==> config.mk <==
export PLATFORM = sky130hd
export DESIGN_NAME = planar_packbits_image_decoder_core
export DESIGN_NICKNAME = d
export VERILOG_FILES = /design/src/rtl/ppbd_pkg.sv /design/src/rtl/ppbd_front.sv /design/src/rtl/ppbd_fifo.sv /design/src/rtl/ppbd_back.sv /design/src/rtl/planar_packbits_image_decoder_core.sv
export SDC_FILE = /design/constraint.sdc
export NUM_CORES = 1
export LEC_CHECK = 0
export BUFFER_PORTS_ARGS = -buffer_cell sky130_fd_sc_hd__buf_2
export CELL_PAD_IN_SITES_DETAIL_PLACEMENT = 1
export CELL_PAD_IN_SITES_GLOBAL_PLACEMENT = 1
export CORE_MARGIN = 3
export CORE_UTILIZATION = 45
export DETAILED_ROUTE_END_ITERATION = 8
export PLACE_DENSITY = 0.82
export SYNTH_ARGS = -nofsm -noshare
export SYNTH_HDL_FRONTEND = slang
export SYNTH_SLANG_ARGS = --single-unit
==> constraint.sdc <==
create_clock -name clk_i -period 14.78 [get_ports clk_i]
set_clock_uncertainty 0.2 [all_clocks]
set_input_delay 1.478 -clock clk_i [delete_from_list [all_inputs] [get_ports clk_i]]
set_output_delay 1.478 -clock clk_i [all_outputs]
set_load 0.01 [all_outputs]
==> src/rtl/ppbd_pkg.sv <==
package ppbd_pkg;

  // Width of the first_pixel result field
  localparam int unsigned PIXEL_FIELD_W = 24;
  localparam int unsigned CFG_DATA_W    = 24;

  // Depth of the run queue between front and back
  localparam int unsigned QUEUE_DEPTH = 4;

  localparam logic [7:0] NOOP_HEADER = 8'd128;
  localparam logic [7:0] BYTE_MASK   = 8'hFF;
  localparam logic [2:0] MAX_PLANES  = 3'd4;

  // Packet parser states
  localparam logic [1:0] MODE_HEADER  = 2'd0;
  localparam logic [1:0] MODE_LITERAL = 2'd1;
  localparam logic [1:0] MODE_REPEAT  = 2'd2;

  // Configuration register indexes
  localparam logic [1:0] CFG_PIXELS_PER_PLANE = 2'd0;
  localparam logic [1:0] CFG_PLANES_CODED     = 2'd1;
  localparam logic [1:0] CFG_COMPRESSED_MODE  = 2'd2;

  typedef struct packed {
    logic [1:0] plane;
    logic [7:0] count;
    logic [7:0] value;
    logic       last_plane;
  } ppbd_run_t;

endpackage

==> src/rtl/ppbd_front.sv <==
module ppbd_front import ppbd_pkg::*; #(
  parameter int unsigned PIXEL_INDEX_WIDTH = 24
) (
  input  logic                         clk_i,
  input  logic                         rst_ni,
  input  logic                         accept_i,
  input  logic [7:0]                   data_byte_i,
  input  logic                         start_of_image_i,
  input  logic [CFG_DATA_W-1:0]        pixels_per_plane_i,
  input  logic [2:0]                   planes_coded_i,
  input  logic                         compressed_mode_i,
  output logic                         push_o,
  output logic [PIXEL_INDEX_WIDTH-1:0] pos_o,
  output ppbd_run_t                    run_o
);

  localparam int unsigned PixW = PIXEL_INDEX_WIDTH;

  logic [1:0]      mode_q, mode_d, mode_s;
  logic [7:0]      lit_q, lit_d, lit_s, lit_dec;
  logic [7:0]      rep_q, rep_d, rep_s;
  logic [2:0]      plane_q, plane_d, plane_s;
  logic [PixW-1:0] pos_q, pos_d, pos_s;

  logic [2:0]      limit;
  logic            active;
  logic [PixW-1:0] size;
  logic            in_plane;
  logic [PixW-1:0] left;
  logic [7:0]      rep_clip;
  logic            emit;
  logic [7:0]      count;
  logic            packet_end;
  logic [PixW-1:0] pos_adv;
  logic [PixW-1:0] pos_next;

  // Start of image clears packet, plane and pixel state before the byte
  always_comb begin
    if (start_of_image_i) begin
      mode_s  = MODE_HEADER;
      lit_s   = '0;
      rep_s   = '0;
      plane_s = '0;
      pos_s   = '0;
    end else begin
      mode_s  = mode_q;
      lit_s   = lit_q;
      rep_s   = rep_q;
      plane_s = plane_q;
      pos_s   = pos_q;
    end
  end

  assign limit    = (planes_coded_i > MAX_PLANES) ? MAX_PLANES : planes_coded_i;
  assign active   = plane_s < limit;
  assign size     = PixW'(pixels_per_plane_i);
  assign in_plane = pos_s < size;
  assign left     = in_plane ? (size - pos_s) : '0;
  assign rep_clip = (left < PixW'(rep_s)) ? left[7:0] : rep_s;
  assign lit_dec  = lit_s - 8'd1;
  assign pos_adv  = pos_s + PixW'(count);
  assign pos_next = emit ? pos_adv : pos_s;

  // Classify the byte and pick the run it makes, if any
  always_comb begin
    emit       = 1'b0;
    count      = 8'd1;
    packet_end = 1'b0;
    mode_d     = mode_s;
    lit_d      = lit_s;
    rep_d      = rep_s;
    if (!compressed_mode_i) begin
      mode_d     = MODE_HEADER;
      lit_d      = '0;
      rep_d      = '0;
      emit       = in_plane;
      packet_end = 1'b1;
    end else begin
      unique case (mode_s)
        MODE_LITERAL: begin
          emit  = in_plane;
          lit_d = lit_dec;
          if (lit_dec == 8'd0) begin
            mode_d     = MODE_HEADER;
            packet_end = 1'b1;
          end
        end
        MODE_REPEAT: begin
          count      = rep_clip;
          emit       = rep_clip != 8'd0;
          rep_d      = '0;
          mode_d     = MODE_HEADER;
          packet_end = 1'b1;
        end
        default: begin
          if (data_byte_i < NOOP_HEADER) begin
            lit_d  = data_byte_i + 8'd1;
            mode_d = MODE_LITERAL;
          end else if (data_byte_i > NOOP_HEADER) begin
            rep_d  = (data_byte_i ^ BYTE_MASK) + 8'd2;
            mode_d = MODE_REPEAT;
          end
        end
      endcase
    end
  end

  // Commit state on an accepted beat; an idle image holds all but the clear
  logic [1:0]      mode_n;
  logic [7:0]      lit_n, rep_n;
  logic [2:0]      plane_n;
  logic [PixW-1:0] pos_n;

  always_comb begin
    mode_n  = mode_q;
    lit_n   = lit_q;
    rep_n   = rep_q;
    plane_n = plane_q;
    pos_n   = pos_q;
    if (accept_i) begin
      mode_n  = mode_s;
      lit_n   = lit_s;
      rep_n   = rep_s;
      plane_n = plane_s;
      pos_n   = pos_s;
      if (active) begin
        mode_n = mode_d;
        lit_n  = lit_d;
        rep_n  = rep_d;
        pos_n  = pos_next;
        if (packet_end && (pos_next >= size)) begin
          plane_n = plane_s + 3'd1;
          pos_n   = '0;
          mode_n  = MODE_HEADER;
          lit_n   = '0;
          rep_n   = '0;
        end
      end
    end
  end

  always_ff @(posedge clk_i or negedge rst_ni) begin
    if (!rst_ni) begin
      mode_q  <= MODE_HEADER;
      lit_q   <= '0;
      rep_q   <= '0;
      plane_q <= '0;
      pos_q   <= '0;
    end else begin
      mode_q  <= mode_n;
      lit_q   <= lit_n;
      rep_q   <= rep_n;
      plane_q <= plane_n;
      pos_q   <= pos_n;
    end
  end

  assign push_o           = accept_i && active && emit;
  assign pos_o            = pos_s;
  assign run_o.plane      = plane_s[1:0];
  assign run_o.count      = count;
  assign run_o.value      = data_byte_i;
  assign run_o.last_plane = (plane_s + 3'd1) == limit;

  assert property (@(posedge clk_i) disable iff (!rst_ni) plane_q <= MAX_PLANES)
    else $error("plane counter ran past the last plane");
  assert property (@(posedge clk_i) disable iff (!rst_ni)
                   (mode_q == MODE_LITERAL) |-> (lit_q != 8'd0))
    else $error("literal packet with no bytes left");
  assert property (@(posedge clk_i) disable iff (!rst_ni)
                   mode_q == MODE_HEADER || mode_q == MODE_LITERAL || mode_q == MODE_REPEAT)
    else $error("parser state code unused");

endmodule

==> src/rtl/ppbd_fifo.sv <==
module ppbd_fifo #(
  parameter int unsigned Width = 8,
  parameter int unsigned Depth = 4
) (
  input  logic             clk_i,
  input  logic             rst_ni,
  input  logic             push_i,
  input  logic [Width-1:0] data_i,
  input  logic             pop_i,
  output logic [Width-1:0] data_o,
  output logic             empty_o,
  output logic             full_o
);

  localparam int unsigned AddrW = $clog2(Depth);

  logic [Width-1:0] mem [Depth];
  logic [AddrW-1:0] wr_q, rd_q;
  logic [AddrW:0]   cnt_q;

  always_ff @(posedge clk_i) begin
    if (push_i) begin
      mem[wr_q] <= data_i;
    end
  end

  always_ff @(posedge clk_i or negedge rst_ni) begin
    if (!rst_ni) begin
      wr_q  <= '0;
      rd_q  <= '0;
      cnt_q <= '0;
    end else begin
      if (push_i) wr_q <= wr_q + AddrW'(1);
      if (pop_i)  rd_q <= rd_q + AddrW'(1);
      if (push_i && !pop_i) begin
        cnt_q <= cnt_q + (AddrW + 1)'(1);
      end else if (pop_i && !push_i) begin
        cnt_q <= cnt_q - (AddrW + 1)'(1);
      end
    end
  end

  assign data_o  = mem[rd_q];
  assign empty_o = cnt_q == '0;
  assign full_o  = cnt_q == (AddrW + 1)'(Depth);

  assert property (@(posedge clk_i) disable iff (!rst_ni) push_i |-> !full_o)
    else $error("push into full run queue");
  assert property (@(posedge clk_i) disable iff (!rst_ni) pop_i |-> !empty_o)
    else $error("pop from empty run queue");
  assert property (@(posedge clk_i) disable iff (!rst_ni) cnt_q <= (AddrW + 1)'(Depth))
    else $error("run queue count out of range");

endmodule

==> src/rtl/ppbd_back.sv <==
module ppbd_back import ppbd_pkg::*; #(
  parameter int unsigned PIXEL_INDEX_WIDTH = 24
) (
  input  logic                         clk_i,
  input  logic                         rst_ni,
  input  logic                         head_valid_i,
  input  logic [PIXEL_INDEX_WIDTH-1:0] head_pos_i,
  input  ppbd_run_t                    head_run_i,
  input  logic [CFG_DATA_W-1:0]        pixels_per_plane_i,
  input  logic                         pop_i,
  output logic                         head_pop_o,
  output logic                         out_valid_o,
  output logic [1:0]                   plane_index_o,
  output logic [PIXEL_FIELD_W-1:0]     first_pixel_o,
  output logic [7:0]                   run_count_o,
  output logic [7:0]                   sample_value_o,
  output logic                         image_done_o
);

  localparam int unsigned PixW  = PIXEL_INDEX_WIDTH;
  localparam int unsigned PixW1 = PIXEL_INDEX_WIDTH + 1;

  logic              valid_q;
  logic              load;
  logic [PixW1-1:0]  run_end;
  logic [PixW1-1:0]  size_ext;
  logic              done;

  assign size_ext = PixW1'(PixW'(pixels_per_plane_i));
  assign run_end  = PixW1'(head_pos_i) + PixW1'(head_run_i.count);
  assign done     = head_run_i.last_plane && (run_end >= size_ext);

  // Refill the output register when it is empty or its beat leaves
  assign load       = head_valid_i && (!valid_q || pop_i);
  assign head_pop_o = load;

  always_ff @(posedge clk_i or negedge rst_ni) begin
    if (!rst_ni) begin
      valid_q <= 1'b0;
    end else if (load) begin
      valid_q <= 1'b1;
    end else if (pop_i) begin
      valid_q <= 1'b0;
    end
  end

  always_ff @(posedge clk_i) begin
    if (load) begin
      plane_index_o  <= head_run_i.plane;
      first_pixel_o  <= PIXEL_FIELD_W'(head_pos_i);
      run_count_o    <= head_run_i.count;
      sample_value_o <= head_run_i.value;
      image_done_o   <= done;
    end
  end

  assign out_valid_o = valid_q;

endmodule

==> src/rtl/planar_packbits_image_decoder_core.sv <==
// Planar PackBits image decoder.
// Input queue side: one stream byte per beat on data_byte_i, with
// start_of_image_i set on the first byte of a new image; a beat is taken
// when push is high and full is low. Each accepted byte yields at most one
// run (plane, first pixel, count, value, image_done).
// Result queue side: the oldest run is on the result ports while empty is
// low and leaves when pop is high.
// Configuration: cfg_valid_i/cfg_ready_o with cfg_index_i selecting
// pixels_per_plane (0), planes_coded (1) or compressed_mode (2); write only
// while no runs are outstanding.
// Throughput: one byte per cycle while full is low; the parser state is registered.
// Path: the front writes the run into the run queue, then the back loads it
// into the output register that drives the result ports; a full output
// register holds the run in the queue until its beat leaves.
// Stall: a four-entry run queue sits behind the output register; full
// rises once it holds four runs, so a stalled receiver backs up the input
// after five undelivered runs.
// Reset: parser at header, plane and pixel zero, queue empty; registers
// come up as pixels_per_plane 1, planes_coded 3, compressed_mode 1.
module planar_packbits_image_decoder_core import ppbd_pkg::*; #(
  parameter int unsigned PIXEL_INDEX_WIDTH = 24
) (
  input  logic                     clk_i,
  input  logic                     rst_ni,
  input  logic                     push,
  output logic                     full,
  input  logic [7:0]               data_byte_i,
  input  logic                     start_of_image_i,
  output logic                     empty,
  input  logic                     pop,
  output logic [1:0]               plane_index_o,
  output logic [PIXEL_FIELD_W-1:0] first_pixel_o,
  output logic [7:0]               run_count_o,
  output logic [7:0]               sample_value_o,
  output logic                     image_done_o,
  input  logic                     cfg_valid_i,
  output logic                     cfg_ready_o,
  input  logic [1:0]               cfg_index_i,
  input  logic [CFG_DATA_W-1:0]    cfg_data_i
);

  localparam int unsigned PixW   = PIXEL_INDEX_WIDTH;
  localparam int unsigned EntryW = PixW + $bits(ppbd_run_t);

  logic [CFG_DATA_W-1:0] pixels_per_plane_q;
  logic [2:0]            planes_coded_q;
  logic                  compressed_mode_q;

  always_ff @(posedge clk_i or negedge rst_ni) begin
    if (!rst_ni) begin
      pixels_per_plane_q <= CFG_DATA_W'(1);
      planes_coded_q     <= 3'd3;
      compressed_mode_q  <= 1'b1;
    end else if (cfg_valid_i) begin
      unique case (cfg_index_i)
        CFG_PIXELS_PER_PLANE: pixels_per_plane_q <= cfg_data_i;
        CFG_PLANES_CODED:     planes_coded_q     <= cfg_data_i[2:0];
        CFG_COMPRESSED_MODE:  compressed_mode_q  <= cfg_data_i[0];
        default:              ;
      endcase
    end
  end

  assign cfg_ready_o = 1'b1;

  logic            accept;
  logic            q_full, q_empty, q_push, q_pop;
  logic [PixW-1:0] front_pos;
  ppbd_run_t       front_run;
  logic [EntryW-1:0] q_din, q_dout;
  logic [PixW-1:0] head_pos;
  ppbd_run_t       head_run;
  logic            out_valid;

  assign accept = push && !q_full;
  assign full   = q_full;

  ppbd_front #(.PIXEL_INDEX_WIDTH(PIXEL_INDEX_WIDTH)) u_front (
    .clk_i              (clk_i),
    .rst_ni             (rst_ni),
    .accept_i           (accept),
    .data_byte_i        (data_byte_i),
    .start_of_image_i   (start_of_image_i),
    .pixels_per_plane_i (pixels_per_plane_q),
    .planes_coded_i     (planes_coded_q),
    .compressed_mode_i  (compressed_mode_q),
    .push_o             (q_push),
    .pos_o              (front_pos),
    .run_o              (front_run)
  );

  assign q_din = {front_pos, front_run};

  ppbd_fifo #(.Width(EntryW), .Depth(QUEUE_DEPTH)) u_queue (
    .clk_i   (clk_i),
    .rst_ni  (rst_ni),
    .push_i  (q_push),
    .data_i  (q_din),
    .pop_i   (q_pop),
    .data_o  (q_dout),
    .empty_o (q_empty),
    .full_o  (q_full)
  );

  assign head_pos = q_dout[EntryW-1 -: PixW];
  assign head_run = q_dout[$bits(ppbd_run_t)-1:0];

  ppbd_back #(.PIXEL_INDEX_WIDTH(PIXEL_INDEX_WIDTH)) u_back (
    .clk_i              (clk_i),
    .rst_ni             (rst_ni),
    .head_valid_i       (!q_empty),
    .head_pos_i         (head_pos),
    .head_run_i         (head_run),
    .pixels_per_plane_i (pixels_per_plane_q),
    .pop_i              (pop && out_valid),
    .head_pop_o         (q_pop),
    .out_valid_o        (out_valid),
    .plane_index_o      (plane_index_o),
    .first_pixel_o      (first_pixel_o),
    .run_count_o        (run_count_o),
    .sample_value_o     (sample_value_o),
    .image_done_o       (image_done_o)
  );

  assign empty = !out_valid;

endmodule
==> results.sh, run 1 <==
export IMPL_status="finished, final reports clean"
export IMPL_synth_area_leaders="edfxtp_1 (39%), dfrtp_1 (12%), ha_1 (8.4%)"
export IMPL_ys_warn_count=0
export IMPL_numCtsBuffers=35
export IMPL_die_height_microns=198
export IMPL_clkTransAtPathRegs_ns=0.06
export IMPL_setup_viol_count_final=0
export IMPL_ant_nets=0
export IMPL_cp_required_ns=15.05
export IMPL_fill_cells=3727
export IMPL_cts_setup_buffers=0
export IMPL_dieArea_sq_um=39200
export IMPL_drc=0
export IMPL_grt_max_degree=60
export IMPL_instances_no_fill=1976
export IMPL_yosysTopAreaCellShare_pct=38.9
export IMPL_p_leak_uw=0.00740
export IMPL_drt_iter0_markers=918
export IMPL_post_synth_top_area_cell="edfxtp_1"
export IMPL_power_density_nw_per_um2=178
export IMPL_min_period_ns=12.86
export IMPL_cp_data_arrival_time_ns=13.13
export IMPL_yosys_most_used_dff="edfxtp_1"
export IMPL_p_total_uw=3320
export IMPL_cpMaxStageDelayCell="nor2_1"
export IMPL_synth_seq_cells=296
export IMPL_crit_buf_inv=3
export IMPL_cts_resized=0
export IMPL_path_common_cell="a21oi_1"
export IMPL_finalCritPeriodShare_pct=87.0
export IMPL_slowest_delay_ns=0.69
export IMPL_synth_common_cells="edfxtp_1 (215), ha_1 (112), nand2_1 (99), inv_1 (96), dfrtp_1 (77)"
export IMPL_clock_sinks=296
export IMPL_crit_family="compound AO/OA/AOI/OAI gates"
export IMPL_insertion_delay_ns=0.53
export IMPL_synth_edf_count=215
export IMPL_io_buffers=84
export IMPL_gp_congestion=0.917
export IMPL_place_inst=1912
export IMPL_synth_seq_area_share_pct=51.1
export IMPL_drv_slew=0
export IMPL_overflow=0
export IMPL_antenna_found_initial=1
export IMPL_worstMarginPinSlew_ns=0.998
export IMPL_dpl_hpwl_microns=34700
export IMPL_hold_violations=0
export IMPL_cts_root_buf="clkbuf_16"
export IMPL_syn_num_nets=1570
export IMPL_rsz0062_at_grt="no"
export IMPL_synthCells=1414
export IMPL_avgSynthCellArea_sq_um=11.7
export IMPL_fmax_mhz=77.8
export IMPL_first_global_vias=13017
export IMPL_synth_cell_types=81
export IMPL_diodes=0
export IMPL_relSlewSlack_pct=33.3
export IMPL_nNetsFinal=1644
export IMPL_synth_async_reset_ratio_pct=27.4
export IMPL_vdd_ir_drop_max_mv=0.120
export IMPL_end_kind="flip-flop"
export IMPL_fp_coreArea_sq_um=36000
export IMPL_area_growth_pct=12.5
export IMPL_maxCapViolations=0
export IMPL_final_layout_size_suffix_gt1_share_pct=15.6
export IMPL_wl_per_cell_microns=24.8
export IMPL_grt_pass1_wl_microns=76800
export IMPL_startpoint_type="input port"
export IMPL_path_class="input port to flip-flop"
export IMPL_yosysMostFrequentCell="edfxtp_1"
export IMPL_cts_tree="done"
export IMPL_rows=69
export IMPL_io_pins=86
export IMPL_initial_core_util_pct=46.1
export IMPL_htreeDepth=2
export IMPL_hold_class="flip-flop to flip-flop"
export IMPL_cp_max_fo=30
export IMPL_first_pass_iters=5
export IMPL_wl_microns=49100
export IMPL_clockBufferDepth=3
export IMPL_avgViaCountPerCell=6.08
export IMPL_syn_area_sq_um=16600
export IMPL_die_w_microns=198
export IMPL_grtUsageTotal_pct=25.3
export IMPL_postCtsHoldBufs=0
export IMPL_tns_ns=0
export IMPL_via_count=12012
==> cell usage in the layout, fill, tap and decap left out, drive strengths merged, types with 51 or more instances in the layout <==
cell    synthesis  final
dfrtp          77     77
xnor2          51     51
a21oi          75     75
edfxtp        215    215
o21ai          67     67
inv            96    100
nor2           73     73
ha            112    112
buf            10     99
nand2          99     99
==> state kept, by name, indices dropped and copies added, names as in the netlist, 3 cells and up <==
signal	flops
pixels_per_plane_q	24
planes_coded_q	3
u_back.first_pixel_o	24
u_back.run_count_o	8
u_back.sample_value_o	8
u_front.lit_q	8
u_front.plane_q	3
u_front.pos_q	24
u_front.rep_q	8
u_queue.cnt_q	3
u_queue.mem	172
==> worst min-delay path, delay by kind of cell, from the launching register on <==
family | cells | cell delay, ns
simple gates | 2 | 0.12
flops | 1 | 0.35
==> path summary, 6_finish.rpt <==
check	from	endpoint	slack [ns]	cells after the start
max in group asynchronous	rst_ni	u_queue.rd_q[0]	12.49	2
min in group asynchronous	rst_ni	u_front.lit_q[7]	0.66	1
setup reg to reg	u_front.pos_q[1]	u_front.pos_q[20]	2.90	46
hold / removal	u_front.pos_q[23]	u_front.pos_q[23]	0.30	2
hold reg to reg	u_front.pos_q[23]	u_front.pos_q[23]	0.30	2
setup / recovery	start_of_image_i	u_front.pos_q[20]	1.92	47
==> routing by layer <==
layer / global-route usage [%] / up-vias / wire [microns]
met3: 3.64 / 81 / 2500
met4: 6.29 / 2 / 1160
met5: 0 / - / 12
met1: 34.3 / 6171 / 21300
met2: 43.1 / 338 / 24100
li1: - / 5420 / -
==> layout make-up <==
| cell class | count | area (sq um) | share of cell area (%) |
|---|---|---|---|
| flip-flops and latches | 296 | 8490 | 45.5 |
| multi-input cells | 960 | 7530 | 40.3 |
| clock buffers | 43 | 967 | 5.18 |
| well taps | 461 | 577 | 3.09 |
| repair buffers | 99 | 536 | 2.87 |
| inverters | 96 | 360 | 1.93 |
| clock inverters | 21 | 215 | 1.15 |
==> where the power goes <==
group	switching, uW	leakage, uW	internal, uW
clock network	359	0.000572	524
registers	75.3	0.00312	1050
logic	784	0.00371	531
total	1220	0.00740	2100
==> logic make-up (layout without fill, tap and decap cells) <==
group	count (synthesis)	after routing	synth area share, %
AO/OA/AOI/OAI	305	305	12.3
flip-flops	296	296	51.1
AND/OR/NAND/NOR	387	387	12.1
adder cells (fa/ha/maj)	116	116	8.92
multiplexers	74	74	7.80
buffers and inverters	158	259	3.68
XOR/XNOR	77	77	4.06
other	1	1	0.0226
==> stage by stage <==
step	instance area (sq um)	setup WS (ns)	hold slack, ns	util, %
after floorplan	16600	3.27	0.242	-
after global placement	17500	2.24	0.256	48.6
after detailed placement	17500	1.68	0.276	48.6
after CTS	18700	2.05	0.303	51.9
after global routing	18700	0.942	0.323	51.9
final	18700	1.92	0.301	51.9
(Power assumes the default switching activity.)
==> inputs of run 2 (changes only) <==
--- a/config.mk
+++ b/config.mk
@@ -12,6 +12,7 @@
 export CORE_UTILIZATION = 45
 export DETAILED_ROUTE_END_ITERATION = 8
 export PLACE_DENSITY = 0.82
+export SKIP_LAST_GASP = 1
 export SYNTH_ARGS = -nofsm -noshare
 export SYNTH_HDL_FRONTEND = slang
 export SYNTH_SLANG_ARGS = --single-unit
==> constraint.sdc (replaced) <==
create_clock -name clk_i -period 16.3 [get_ports clk_i]
set_clock_uncertainty 0.2 [all_clocks]
set_input_delay 1.63 -clock clk_i [delete_from_list [all_inputs] [get_ports clk_i]]
set_output_delay 1.63 -clock clk_i [all_outputs]
set_load 0.01 [all_outputs]
==> run 2 against run 1 <==
Effect of this change:
- die area unchanged
- combinational power is 12% lower
- count of clock-buffer cells in the layout rose by 3
- routed wire length fell by 2.6%
- cell count fell by 0.25%
- final area down 0.52%
- sequential share of layout area up 0.24 points
- critical path type unchanged
==> results.sh, run 2 (synthesis results as in run 1) <==
export IMPL_largest_register_ffs=172
export IMPL_numCtsBuffers=34
export IMPL_p_comb_share_pct=39.3
export IMPL_pwr_share_seq_pct=34.5
export IMPL_first_pass_iters=6
export IMPL_cts_root_buf="clkbuf_16"
export IMPL_status="finished, final reports clean"
export IMPL_insertion_delay_ns=0.55
export IMPL_antenna_found_initial=0
export IMPL_drc=0
export IMPL_min_period_ns=13.73
export IMPL_via_count=11909
export IMPL_final_common_cell="edfxtp_1"
export IMPL_drv_slew=0
export IMPL_initial_core_util_pct=46.1
export IMPL_rrSetupSlack_ns=3.73
export IMPL_cts_resized=0
export IMPL_grtUsageTotal_pct=24.6
export IMPL_startpoint_type="input port"
export IMPL_drt_iter0_markers=714
export IMPL_clock_sinks=296
export IMPL_hold_violations=0
export IMPL_dpl_hpwl_microns=33500
export IMPL_rows=69
export IMPL_finalWorstSetupSlack_ns=2.57
export IMPL_clkTransAtPathRegs_ns=0.06
export IMPL_die_w_microns=198
export IMPL_fp_coreArea_sq_um=36000
export IMPL_r2r_start="u_front.pos_q[0]"
export IMPL_cp_required_ns=16.58
export IMPL_overflow=0
export IMPL_gp_congestion=0.985
export IMPL_postCtsHoldBufs=0
export IMPL_wl_microns=47800
export IMPL_maxCapViolations=0
export IMPL_avgViaCountPerCell=6.04
export IMPL_worstRegToRegCells=42
export IMPL_min_from="u_front.plane_q[2]"
export IMPL_fmax_mhz=72.8
export IMPL_intPower_uw=1870
export IMPL_dieArea_sq_um=39200
export IMPL_final_util_pct=51.6
export IMPL_cp_max_fo=34
export IMPL_hold_class="flip-flop to flip-flop"
export IMPL_regMostFlops="u_queue.mem"
export IMPL_die_height_microns=198
export IMPL_clockPowerShare_pct=26.1
export IMPL_setup_viol_count_final=0
export IMPL_power_density_nw_per_um2=158
export IMPL_slowest_delay_ns=0.99
export IMPL_r2r_end="u_front.lit_q[6]"
export IMPL_finalCritPeriodShare_pct=84.3
export IMPL_cp_data_arrival_time_ns=14.01
export IMPL_worstMarginPinSlew_ns=1.25
export IMPL_final_cell_mix="edfxtp_1 (215), ha_1 (112), nand2_1 (99), inv_1 (96), buf_2 (83)"
export IMPL_startpoint="start_of_image_i"
export IMPL_hold_path_depth=2
export IMPL_path_common_cell="nor2_1"
export IMPL_grt_max_degree=61
export IMPL_nNetsFinal=1640
export IMPL_p_leak_uw=0.00735
export IMPL_io_pins=86
export IMPL_wl_per_cell_microns=24.3
export IMPL_pre_cts_slack_ns=2.29
export IMPL_tns_ns=0
export IMPL_grt_pass1_wl_microns=74400
export IMPL_vdd_ir_drop_max_mv=0.0998
export IMPL_path_class="input port to flip-flop"
export IMPL_clockBufferDepth=3
export IMPL_fill_cells=3728
export IMPL_switching_share_pct=36.4
export IMPL_end_kind="flip-flop"
export IMPL_area_growth_pct=11.9
export IMPL_diodes=0
export IMPL_relSlewSlack_pct=16.3
export IMPL_rsz0062_at_grt="no"
export IMPL_hold_end="u_front.plane_q[2]"
export IMPL_ant_nets=0
export IMPL_cpMaxStageDelayCell="nor2_1"
export IMPL_cts_setup_buffers=0
export IMPL_cts_tree="done"
export IMPL_io_buffers=84
export IMPL_final_layout_size_suffix_gt1_share_pct=15.1
export IMPL_first_global_vias=12628
export IMPL_p_sw_uw=1070
export IMPL_htreeDepth=2
[run 2: cell count changes in the layout (fill, tap and decap cells not counted)]
| cell | before | now |
|---|---|---|
| clkinv_8 | 1 | 2 |
| clkbuf_16 | 36 | 35 |
| buf_4 | 16 | 13 |
| clkinv_4 | 2 | 1 |
| clkbuf_1 | 3 | 11 |
| clkbuf_8 | 4 | 0 |
| inv_8 | 0 | 1 |
| clkinv_2 | 3 | 6 |
| inv_6 | 4 | 0 |
| clkinv_1 | 5 | 1 |
| clkinvlp_4 | 3 | 2 |
[run 2: cell type report]
type                            count  area (sq um)  area share [%]
Timing Repair Buffer               96           513            2.76
Sequential cell                   296          8490            45.7
Multi-Input combinational cell    960          7530            40.5
Clock inverter                     16           191            1.03
Inverter                           96           360            1.94
Tap cell                          461           577            3.10
Clock buffer                       46           917            4.94
[run 2: metrics by stage]
stage / total power [uW] / cell area (sq um) / std cells / hold WS (ns)
floorplan: 1820 / 16600 / 1414 / 0.242
global placement: 2130 / 17500 / 1909 / 0.256
detailed placement: 2180 / 17500 / 1909 / 0.273
CTS: 2960 / 18600 / 1971 / 0.286
global route: 3120 / 18600 / 1971 / 0.320
finish: 2940 / 18600 / 1971 / 0.282
[run 2: how the worst max path moves through the flow]
| stage | slack (ns) | end |
|---|---|---|
| final | 2.57 | u_front.lit_q[6] |
| after global routing | 1.55 | u_front.lit_q[6] |
| after CTS | 2.74 | u_front.lit_q[6] |
| after detailed placement | 2.29 | u_front.rep_q[4] |
| after global placement | 2.94 | u_front.pos_q[20] |
| after floorplan | 4.63 | u_front.pos_q[19] |
[run 2: critical path, delay by kind of cell]
family,cells,cell delay (ns)
buffers and inverters,3,0.64
adders and majority gates,5,1.43
AOI/OAI and AO/OA,20,5.73
and+or+nand+nor,14,4.35
xor gates and xnor gates,1,0.17
[run 2: power by group through the flow]
| stage | sequential, uW | clock, uW | combinational [uW] |
|---|---|---|---|
| finish | 1020 | 769 | 1160 |
| global route | 1030 | 817 | 1280 |
| CTS | 1020 | 782 | 1160 |
| detailed placement | 1030 | 0 | 1150 |
| global placement | 1020 | 0 | 1110 |
| floorplan | 1030 | 0 | 790 |
[run 2: metal layers]
layer	GRT usage (%)	wire length, microns	vias up
met5	0	0	-
met4	6.55	1120	0
met3	3.57	2200	67
met2	42.2	23800	301
met1	33.1	20700	6129
li1	-	-	5412
